===== config.mk =====
export PLATFORM = sky130hd
export DESIGN_NAME = circular_aperture_flux
export DESIGN_NICKNAME = d
export VERILOG_FILES = /design/src/rtl/caf_pkg.sv /design/src/rtl/caf_ctrl.sv /design/src/rtl/caf_datapath.sv /design/src/rtl/circular_aperture_flux.sv
export SDC_FILE = /design/constraint.sdc
export NUM_CORES = 2
export LEC_CHECK = 0
export BUFFER_PORTS_ARGS = -buffer_cell sky130_fd_sc_hd__buf_2
export CORE_MARGIN = 5
export CORE_UTILIZATION = 65
export DETAILED_ROUTE_END_ITERATION = 10
export HOLD_SLACK_MARGIN = 0.08
export PLACE_DENSITY = 0.9
export SYNTH_ARGS = -nofsm -noshare
export SYNTH_HDL_FRONTEND = slang
export SYNTH_SLANG_ARGS = --single-unit

===== constraint.sdc =====
create_clock -name clk -period 29.9 [get_ports clk]
set_input_delay 7.475 -clock clk [delete_from_list [all_inputs] [get_ports clk]]
set_output_delay 7.475 -clock clk [all_outputs]
set_load 0.05 [all_outputs]

===== src/rtl/caf_pkg.sv =====
// Shared types and constants for the circular aperture flux block.
package caf_pkg;

    // Fixed field and register widths
    localparam int CENTER_W   = 24;
    localparam int RADIUS_W   = 15;
    localparam int CFG_DATA_W = 24;
    localparam int CFG_ADDR_W = 2;
    localparam int COL_W      = 16;
    localparam int ROW_W      = 16;
    localparam int PIX_W      = 32;
    localparam int ACC_W      = 56;

    // Subsampling grid
    localparam int SUBS      = 5;
    localparam int SUB_MID   = SUBS / 2;
    localparam int SUB_IDX_W = 3;
    localparam int WEIGHT_W  = 5;
    localparam int CNT_W     = 3;

    localparam logic [SUB_IDX_W-1:0] SUB_LAST    = SUB_IDX_W'(SUBS - 1);
    localparam logic [WEIGHT_W-1:0]  WEIGHT_FULL = WEIGHT_W'(SUBS * SUBS);

    typedef enum logic [CFG_ADDR_W-1:0] {
        CFG_CENTER_X = 2'd0,
        CFG_CENTER_Y = 2'd1,
        CFG_RADIUS   = 2'd2
    } cfg_addr_t;

    typedef enum logic [2:0] {
        MUL_IDLE,
        MUL_LIMITS,
        MUL_DIST,
        MUL_RADIUS,
        MUL_SUB
    } mul_op_t;

    typedef enum logic [1:0] {
        W_HOLD,
        W_ZERO,
        W_FULL,
        W_ADD
    } weight_op_t;

    typedef enum logic [3:0] {
        ST_IDLE,
        ST_DIFF,
        ST_SCALE,
        ST_ABS,
        ST_DIST,
        ST_SUM,
        ST_DECIDE,
        ST_SUBSQ,
        ST_SUBCNT,
        ST_WEIGH,
        ST_ACC
    } state_t;

    typedef struct packed {
        logic                 load;
        logic                 diff;
        logic                 scale;
        logic                 absval;
        logic                 d2;
        mul_op_t              mul_op;
        logic [SUB_IDX_W-1:0] sub_idx;
        weight_op_t           wop;
        logic                 prod;
        logic                 acc;
    } dp_cmd_t;

    typedef struct packed {
        logic far;
        logic outside;
        logic full;
        logic last;
        logic out_busy;
    } dp_status_t;

endpackage


===== src/rtl/caf_ctrl.sv =====
// Controller state machine sequencing one pixel through the datapath.
module caf_ctrl
    import caf_pkg::*;
(
    input  logic       clk,
    input  logic       rst_n,
    input  logic       in_valid,
    output logic       in_ready,
    input  dp_status_t status,
    output dp_cmd_t    cmd
);

    state_t               state_reg, state_next;
    logic [SUB_IDX_W-1:0] k_reg, k_next;

    always_ff @(posedge clk or negedge rst_n)
    begin
        if (!rst_n)
        begin
            state_reg <= ST_IDLE;
            k_reg     <= '0;
        end
        else
        begin
            state_reg <= state_next;
            k_reg     <= k_next;
        end
    end

    always_comb
    begin
        state_next  = state_reg;
        k_next      = k_reg;
        in_ready    = 1'b0;
        cmd         = '0;
        cmd.mul_op  = MUL_IDLE;
        cmd.wop     = W_HOLD;
        cmd.sub_idx = k_reg;
        case (state_reg)
            ST_IDLE:
            begin
                in_ready = 1'b1;
                if (in_valid)
                begin
                    cmd.load   = 1'b1;
                    state_next = ST_DIFF;
                end
            end
            ST_DIFF:
            begin
                cmd.diff   = 1'b1;
                state_next = ST_SCALE;
            end
            ST_SCALE:
            begin
                cmd.scale  = 1'b1;
                state_next = ST_ABS;
            end
            ST_ABS:
            begin
                cmd.absval = 1'b1;
                cmd.mul_op = MUL_LIMITS;
                state_next = ST_DIST;
            end
            ST_DIST:
            begin
                // drop pixels that are out of reach on either axis alone
                if (status.far)
                begin
                    cmd.wop    = W_ZERO;
                    state_next = ST_WEIGH;
                end
                else
                begin
                    cmd.mul_op = MUL_DIST;
                    state_next = ST_SUM;
                end
            end
            ST_SUM:
            begin
                cmd.d2     = 1'b1;
                cmd.mul_op = MUL_RADIUS;
                state_next = ST_DECIDE;
            end
            ST_DECIDE:
            begin
                if (status.outside)
                begin
                    cmd.wop    = W_ZERO;
                    state_next = ST_WEIGH;
                end
                else if (status.full)
                begin
                    cmd.wop    = W_FULL;
                    state_next = ST_WEIGH;
                end
                else
                begin
                    cmd.wop    = W_ZERO;
                    k_next     = '0;
                    state_next = ST_SUBSQ;
                end
            end
            ST_SUBSQ:
            begin
                cmd.mul_op = MUL_SUB;
                if (k_reg == SUB_LAST)
                begin
                    k_next     = '0;
                    state_next = ST_SUBCNT;
                end
                else
                begin
                    k_next = k_reg + SUB_IDX_W'(1);
                end
            end
            ST_SUBCNT:
            begin
                cmd.wop = W_ADD;
                if (k_reg == SUB_LAST)
                begin
                    k_next     = '0;
                    state_next = ST_WEIGH;
                end
                else
                begin
                    k_next = k_reg + SUB_IDX_W'(1);
                end
            end
            ST_WEIGH:
            begin
                cmd.prod   = 1'b1;
                state_next = ST_ACC;
            end
            ST_ACC:
            begin
                // hold the last pixel until the output register is free
                if (!(status.last && status.out_busy))
                begin
                    cmd.acc    = 1'b1;
                    state_next = ST_IDLE;
                end
            end
            default:
            begin
                state_next = ST_IDLE;
            end
        endcase
    end

endmodule


===== src/rtl/caf_datapath.sv =====
// Datapath: configuration, offsets, squaring multipliers, subsample count, accumulator.
module caf_datapath
    import caf_pkg::*;
#(
    parameter int COORD_BITS = 16,
    parameter int FRAC_BITS  = 8,
    parameter int VALUE_BITS = 32
)
(
    input  logic                  clk,
    input  logic                  rst_n,
    input  logic                  cfg_we,
    input  logic [CFG_ADDR_W-1:0] cfg_addr,
    input  logic [CFG_DATA_W-1:0] cfg_wdata,
    input  logic [COL_W-1:0]      pixel_col,
    input  logic [ROW_W-1:0]      pixel_row,
    input  logic [PIX_W-1:0]      pixel_value,
    input  logic                  last_pixel,
    input  dp_cmd_t               cmd,
    output dp_status_t            status,
    input  logic                  out_ready,
    output logic                  out_valid,
    output logic [ACC_W-1:0]      flux_times_25,
    output logic                  flux_positive
);

    localparam int PW   = COORD_BITS + FRAC_BITS;
    localparam int DFW  = ((PW > CENTER_W) ? PW : CENTER_W) + 1;
    localparam int DXW  = DFW + 3;
    localparam int OW   = RADIUS_W + 3;
    localparam int SQW  = 2 * OW;
    localparam int D2W  = SQW + 1;
    localparam int SW   = OW + 2;
    localparam int PRW  = VALUE_BITS + WEIGHT_W + 1;
    localparam logic [OW-1:0] MARGIN = OW'(15 << (FRAC_BITS - 2));

    // configuration
    logic [CENTER_W-1:0] center_x_reg, center_y_reg;
    logic [RADIUS_W-1:0] radius_reg;

    always_ff @(posedge clk or negedge rst_n)
    begin
        if (!rst_n)
        begin
            center_x_reg <= '0;
            center_y_reg <= '0;
            radius_reg   <= '0;
        end
        else if (cfg_we)
        begin
            case (cfg_addr)
                CFG_CENTER_X: center_x_reg <= cfg_wdata[CENTER_W-1:0];
                CFG_CENTER_Y: center_y_reg <= cfg_wdata[CENTER_W-1:0];
                CFG_RADIUS:   radius_reg   <= cfg_wdata[RADIUS_W-1:0];
                default:      ;
            endcase
        end
    end

    // pixel capture
    logic [COORD_BITS-1:0]        col_reg, row_reg;
    logic signed [VALUE_BITS-1:0] value_reg;
    logic                         last_reg;

    always_ff @(posedge clk or negedge rst_n)
    begin
        if (!rst_n)
        begin
            last_reg <= 1'b0;
        end
        else if (cmd.load)
        begin
            last_reg <= last_pixel;
        end
    end

    always_ff @(posedge clk)
    begin
        if (cmd.load)
        begin
            col_reg   <= COORD_BITS'(pixel_col);
            row_reg   <= COORD_BITS'(pixel_row);
            value_reg <= VALUE_BITS'(pixel_value);
        end
    end

    // radius limits, in units of 1/(5 * 2^FRAC_BITS) pixel
    logic [OW-1:0] r5;
    assign r5 = {1'b0, radius_reg, 2'b00} + {3'b000, radius_reg};

    logic [OW-1:0] outer_reg, inner_reg;
    logic          has_inner_reg;
    logic signed [DFW-1:0] diffx_reg, diffy_reg;
    logic signed [DXW-1:0] dx_reg, dy_reg;
    logic [DXW-1:0]        adx_reg, ady_reg;

    always_ff @(posedge clk)
    begin
        if (cmd.diff)
        begin
            diffx_reg     <= DFW'({col_reg, {FRAC_BITS{1'b0}}}) - DFW'(center_x_reg);
            diffy_reg     <= DFW'({row_reg, {FRAC_BITS{1'b0}}}) - DFW'(center_y_reg);
            outer_reg     <= r5 + MARGIN;
            inner_reg     <= r5 - MARGIN;
            has_inner_reg <= (r5 > MARGIN);
        end
        if (cmd.scale)
        begin
            dx_reg <= (DXW'(diffx_reg) <<< 2) + DXW'(diffx_reg);
            dy_reg <= (DXW'(diffy_reg) <<< 2) + DXW'(diffy_reg);
        end
        if (cmd.absval)
        begin
            adx_reg <= dx_reg[DXW-1] ? DXW'(-dx_reg) : DXW'(dx_reg);
            ady_reg <= dy_reg[DXW-1] ? DXW'(-dy_reg) : DXW'(dy_reg);
        end
    end

    // subsample offsets: dx + (k - 2) * step, valid once the pixel is known near
    logic signed [SW-1:0] dx_s, dy_s, sub_off, ex_sum, ey_sum;
    logic [OW-1:0]        ex, ey;

    assign dx_s    = dx_reg[SW-1:0];
    assign dy_s    = dy_reg[SW-1:0];
    assign sub_off = (SW'(cmd.sub_idx) - SW'(SUB_MID)) <<< FRAC_BITS;
    assign ex_sum  = dx_s + sub_off;
    assign ey_sum  = dy_s + sub_off;
    assign ex      = ex_sum[SW-1] ? OW'(-ex_sum) : OW'(ex_sum);
    assign ey      = ey_sum[SW-1] ? OW'(-ey_sum) : OW'(ey_sum);

    // shared pair of squaring multipliers
    logic [OW-1:0]  mul_a, mul_b;
    logic [SQW-1:0] prod_a, prod_b;

    always_comb
    begin
        case (cmd.mul_op)
            MUL_LIMITS:
            begin
                mul_a = outer_reg;
                mul_b = inner_reg;
            end
            MUL_DIST:
            begin
                mul_a = adx_reg[OW-1:0];
                mul_b = ady_reg[OW-1:0];
            end
            MUL_RADIUS:
            begin
                mul_a = r5;
                mul_b = r5;
            end
            MUL_SUB:
            begin
                mul_a = ex;
                mul_b = ey;
            end
            default:
            begin
                mul_a = '0;
                mul_b = '0;
            end
        endcase
    end

    assign prod_a = mul_a * mul_a;
    assign prod_b = mul_b * mul_b;

    logic [SQW-1:0] outer_sq_reg, inner_sq_reg, sqdx_reg, sqdy_reg, r5sq_reg;
    logic [SQW-1:0] sqx_reg [SUBS];
    logic [SQW-1:0] sqy_reg [SUBS];
    logic [D2W-1:0] d2_reg;
    logic [SQW-1:0] sq_a;

    assign sq_a = prod_a;

    always_ff @(posedge clk)
    begin
        case (cmd.mul_op)
            MUL_LIMITS:
            begin
                outer_sq_reg <= sq_a;
                inner_sq_reg <= prod_b;
            end
            MUL_DIST:
            begin
                sqdx_reg <= sq_a;
                sqdy_reg <= prod_b;
            end
            MUL_RADIUS:
            begin
                r5sq_reg <= prod_b;
            end
            MUL_SUB:
            begin
                sqx_reg[cmd.sub_idx] <= sq_a;
                sqy_reg[cmd.sub_idx] <= prod_b;
            end
            default: ;
        endcase
        if (cmd.d2)
        begin
            d2_reg <= D2W'(sqdx_reg) + D2W'(sqdy_reg);
        end
    end

    // count subsamples of one row within the radius
    logic [SUBS-1:0]  hit;
    logic [CNT_W-1:0] row_cnt;

    always_comb
    begin
        row_cnt = '0;
        for (int i = 0; i < SUBS; i++)
        begin
            hit[i]  = (D2W'(sqx_reg[i]) + D2W'(sqy_reg[cmd.sub_idx])) <= D2W'(r5sq_reg);
            row_cnt = row_cnt + CNT_W'(hit[i]);
        end
    end

    logic [WEIGHT_W-1:0] weight_reg;

    always_ff @(posedge clk)
    begin
        case (cmd.wop)
            W_ZERO:  weight_reg <= '0;
            W_FULL:  weight_reg <= WEIGHT_FULL;
            W_ADD:   weight_reg <= weight_reg + WEIGHT_W'(row_cnt);
            default: ;
        endcase
    end

    // weighting and accumulation
    logic signed [PRW-1:0] prod_reg;
    logic [ACC_W-1:0]      acc_reg, acc_sum;

    always_ff @(posedge clk)
    begin
        if (cmd.prod)
        begin
            prod_reg <= PRW'(value_reg) * $signed({1'b0, weight_reg});
        end
    end

    assign acc_sum = acc_reg + ACC_W'(prod_reg);

    logic out_valid_reg;
    logic [ACC_W-1:0] flux_reg;
    logic pos_reg;

    always_ff @(posedge clk or negedge rst_n)
    begin
        if (!rst_n)
        begin
            acc_reg       <= '0;
            out_valid_reg <= 1'b0;
        end
        else
        begin
            if (out_ready)
            begin
                out_valid_reg <= 1'b0;
            end
            if (cmd.acc)
            begin
                if (last_reg)
                begin
                    acc_reg       <= '0;
                    out_valid_reg <= 1'b1;
                end
                else
                begin
                    acc_reg <= acc_sum;
                end
            end
        end
    end

    always_ff @(posedge clk)
    begin
        if (cmd.acc && last_reg)
        begin
            flux_reg <= acc_sum;
            pos_reg  <= !acc_sum[ACC_W-1] && (acc_sum != '0);
        end
    end

    assign out_valid     = out_valid_reg;
    assign flux_times_25 = flux_reg;
    assign flux_positive = pos_reg;

    assign status.far      = (adx_reg > DXW'(outer_reg)) || (ady_reg > DXW'(outer_reg));
    assign status.outside  = d2_reg > D2W'(outer_sq_reg);
    assign status.full     = has_inner_reg && (d2_reg < D2W'(inner_sq_reg));
    assign status.last     = last_reg;
    assign status.out_busy = out_valid_reg && !out_ready;

endmodule


===== src/rtl/circular_aperture_flux.sv =====
// The block takes a new pixel beat only once the previous one is accumulated. Pixels out of
// reach on an axis, pixels whose squared distance alone settles the weight and pixels
// whose 5x5 grid is counted take paths of rising length, set by the single pair of
// squaring multipliers and the row-by-row count; a last pixel holds while a sum waits.
// Reset (rst_n low, asynchronous) clears the controller, the centre and radius
// registers, the accumulator and the output valid flag.
module circular_aperture_flux
    import caf_pkg::*;
#(
    parameter int COORD_BITS = 16,
    parameter int FRAC_BITS  = 8,
    parameter int VALUE_BITS = 32
)
(
    input  logic                  clk,
    input  logic                  rst_n,
    // configuration write port
    input  logic                  cfg_we,
    input  logic [CFG_ADDR_W-1:0] cfg_addr,
    input  logic [CFG_DATA_W-1:0] cfg_wdata,
    // pixel stream
    input  logic                  s_tvalid,
    output logic                  s_tready,
    input  logic [63:0]           s_tdata,   // pixel_col[15:0], pixel_row[31:16], pixel_value[63:32]
    input  logic                  s_tlast,   // last_pixel
    // flux results
    output logic                  m_tvalid,
    input  logic                  m_tready,
    output logic [55:0]           m_tdata,   // flux_times_25[55:0]
    output logic                  m_tuser    // flux_positive
);

    dp_cmd_t    cmd;
    dp_status_t status;

    // The controller takes one pixel beat at a time and walks it through
    // offset, distance classification, optional subsample count and the
    // weighted accumulate. The result sits in an output register, so the
    // next pixel beat is taken while the sum waits for the sink; only a
    // further last pixel holds until that register drains.
    caf_ctrl u_ctrl (
        .clk      (clk),
        .rst_n    (rst_n),
        .in_valid (s_tvalid),
        .in_ready (s_tready),
        .status   (status),
        .cmd      (cmd)
    );

    // Unpack the pixel beat straight into the datapath capture registers.
    caf_datapath #(
        .COORD_BITS (COORD_BITS),
        .FRAC_BITS  (FRAC_BITS),
        .VALUE_BITS (VALUE_BITS)
    ) u_datapath (
        .clk           (clk),
        .rst_n         (rst_n),
        .cfg_we        (cfg_we),
        .cfg_addr      (cfg_addr),
        .cfg_wdata     (cfg_wdata),
        .pixel_col     (s_tdata[15:0]),
        .pixel_row     (s_tdata[31:16]),
        .pixel_value   (s_tdata[63:32]),
        .last_pixel    (s_tlast),
        .cmd           (cmd),
        .status        (status),
        .out_ready     (m_tready),
        .out_valid     (m_tvalid),
        .flux_times_25 (m_tdata),
        .flux_positive (m_tuser)
    );

endmodule

==> impl_metrics.toml <==
[global_route]
gr-total-overflow = 0
grt_first_pass_wirelength_mm = 360
grt_max_degree = 77
antenna_found_initial = 8
grtUsageTotal_pct = 33.8
grt_pass1_vias = 65500

[synth]
ys_types = 91
synthAdderAreaFrac_pct = 27.7
synth.area.mux_share_pct = 1.62
syn_avg_cell_area_um2 = 10.7
synth_top_family_by_area = "adder cells"
synth_top_area_share_pct = 33.1
synthSimpleGateAreaFrac_pct = 11.0
synth_compound_area_share_pct = 11.8
yosys.area.top_type = "edfxtp_1"
seq_area_frac_synth_pct = 37.0
ys.warnings.count = 0
synthArstFlopShare_pct = 12.2
synthXorXnorAreaFrac_pct = 5.61
ys_ff_latch = 1046
synth_fp_nets = 9376
synth_edf_count = 918
synthTopCellsByArea = "edfxtp_1 33%, ha_1 15%, fa_1 13%"
synth_ff_type = "edfxtp_1"
synth_cells = 7765
syn_area_um2 = 83200

[timing]
timing.slew.headroom_pct = -0.955
setup_violations = 0
setup_ws_ns = 17.99
finalCritPeriodShare_pct = 39.8
skew_ns = 0.0490
worst_pin_slew_ns = 1.50
hold_viol = 0
fin_hold_ws_ns = 0.469
rsz0062_at_grt = "false"
max_freq_ghz = 0.0840
tns_ns = 0
finalCriticalPeriod_ns = 11.91
slew_violations = 9

[cts]
root_buffer = "clkbuf_16"
cts_max_path_buffers = 3
cts_resized = 0
cts_made_buffers = 107
path_clk_slew_ns = 0.07
clkSinkCount = 1046
cts_tree = "yes"
cts_max_level = 3
post-cts-setup-buffers = 0
postCtsHoldBufs = 0
insertion_delay_ns = 0.74

[drt]
vias = 62800
drtPass1Iterations = 8
detail_route.vias_per_cell = 6.46
ant_nets = 0
drt_iter0_markers = 6962
drc = 0
wl_per_cell_um = 23.7
totalWireLength_mm = 231

[setup_path]
cp_common_cell = "inv_1"
crit_family = "adder cells"
path_class = "reg -> reg"
crit_fanout = 18
max_stage_delay_ns = 0.82
cp.required_ns = 30.36
arrival_ns = 12.37
cp-end-kind = "flip-flop"
crit_buf_inv = 7
start_kind = "flip-flop"
slowest_stage = "ha_1"

[floorplan]
fp.dieArea_um2 = 135000
core_area_um2 = 127000
die_w_um = 368
rows = 131
initial_core_util_pct = 65.3
die_y_um = 368
ios = 155

[finish]
seqCellArea_um2 = 30800
syn2layout_area_growth_pct = 8.14
drive_gt1_share_pct = 6.80
nets = 9571
fill_cells = 8357
multiInputGateArea_um2 = 48100

[placement]
gp_congestion = 0.988
port_buffers = 154
dp_slack_ns = 18.22
hpwl_mm = 168

[run_status]
status = "complete, but fails checks"
violations = "max-capacitance violations, max-slew violations"

[run]
cap_violations = 1

[min_path]
hp-class = "reg -> reg"
-- final timing paths --
kind,depth (start not counted),from,to,slack (ns)
worst max-delay path,38,u_ctrl.k_reg[1],u_datapath.sqx_reg[1][33],17.99
worst min-delay path,0,u_datapath.diffy_reg[0],u_datapath.dy_reg[0],0.47
worst max register to register,38,u_ctrl.k_reg[1],u_datapath.sqx_reg[1][33],17.99
worst min register to register,0,u_datapath.diffy_reg[0],u_datapath.dy_reg[0],0.47
max in group asynchronous,2,rst_n,u_datapath.center_y_reg[8],21.82
min in group asynchronous,1,rst_n,u_datapath.acc_reg[9],6.75
-- per-stage QoR --
step	util (%)	cell area [µm²]	cells
detailed placement	67.6	86100	9513
global route	70.6	89900	9715
floorplan	-	83200	7765
finish	70.6	90000	9720
CTS	70.6	89900	9715
global placement	67.6	86100	9513
-- final cells by class --
class                      instances  area share (%)
timing repair buffer             224            1.45
clock inverter                    71            1.02
sequential                      1046            34.2
tap                             1662            2.31
clock buffer                     131            3.23
antenna                            5          0.0139
inverter                        1023            4.27
multi-input combinational       5558            53.5
-- cells in the final DEF (no fill, tap or decap), drive strengths merged, types with 45 or more instances in the layout --
cell type	n
a21o	243
a21oi	422
a22o	55
and2	117
and3	58
buf	224
clkbuf	131
dfrtp	128
edfxtp	918
fa	545
ha	970
inv	1026
mux2	45
nand2	616
nand2b	100
nand3	97
nand4	87
nor2	475
nor2b	93
nor3	138
o21a	67
o21ai	298
o21bai	58
xnor2	394
xor2	138
-- synthesized netlist by cell type (100+ instances only) --
| library cell | n |
|---|---|
| xor2_1 | 138 |
| o21ai_0 | 288 |
| ha_1 | 970 |
| nor2_1 | 475 |
| edfxtp_1 | 918 |
| dfrtp_1 | 128 |
| inv_1 | 1012 |
| a21o_1 | 243 |
| nor3_1 | 138 |
| nand2_1 | 616 |
| nand2b_1 | 100 |
| a21oi_1 | 421 |
| xnor2_1 | 393 |
| fa_1 | 545 |
| and2_1 | 117 |
| clkbuf_1 | 117 |
-- logic make-up (layout without fill, tap and decap cells) --
group / Yosys count / in the layout
xor gates and xnor gates: 532 / 532
and+or+nand+nor: 1932 / 1932
other: 0 / 5
buffers and inverters: 1161 / 1449
DFF: 1046 / 1046
muxes: 85 / 85
AOI/OAI and AO/OA: 1494 / 1494
adders and majority gates: 1515 / 1515
-- routing by layer --
layer  part of all wire, %  routed length, µm  global-route usage [%]
met1                    36              82400                    41.1
met2                    46             107000                    55.3
met3                    10              23600                    7.25
met4                   7.7              17700                    21.1
met5                0.0056                 13                   0.107
Power is not shown: default switching activity piles up to over one toggle a cycle in this logic, so the estimate is an artifact.
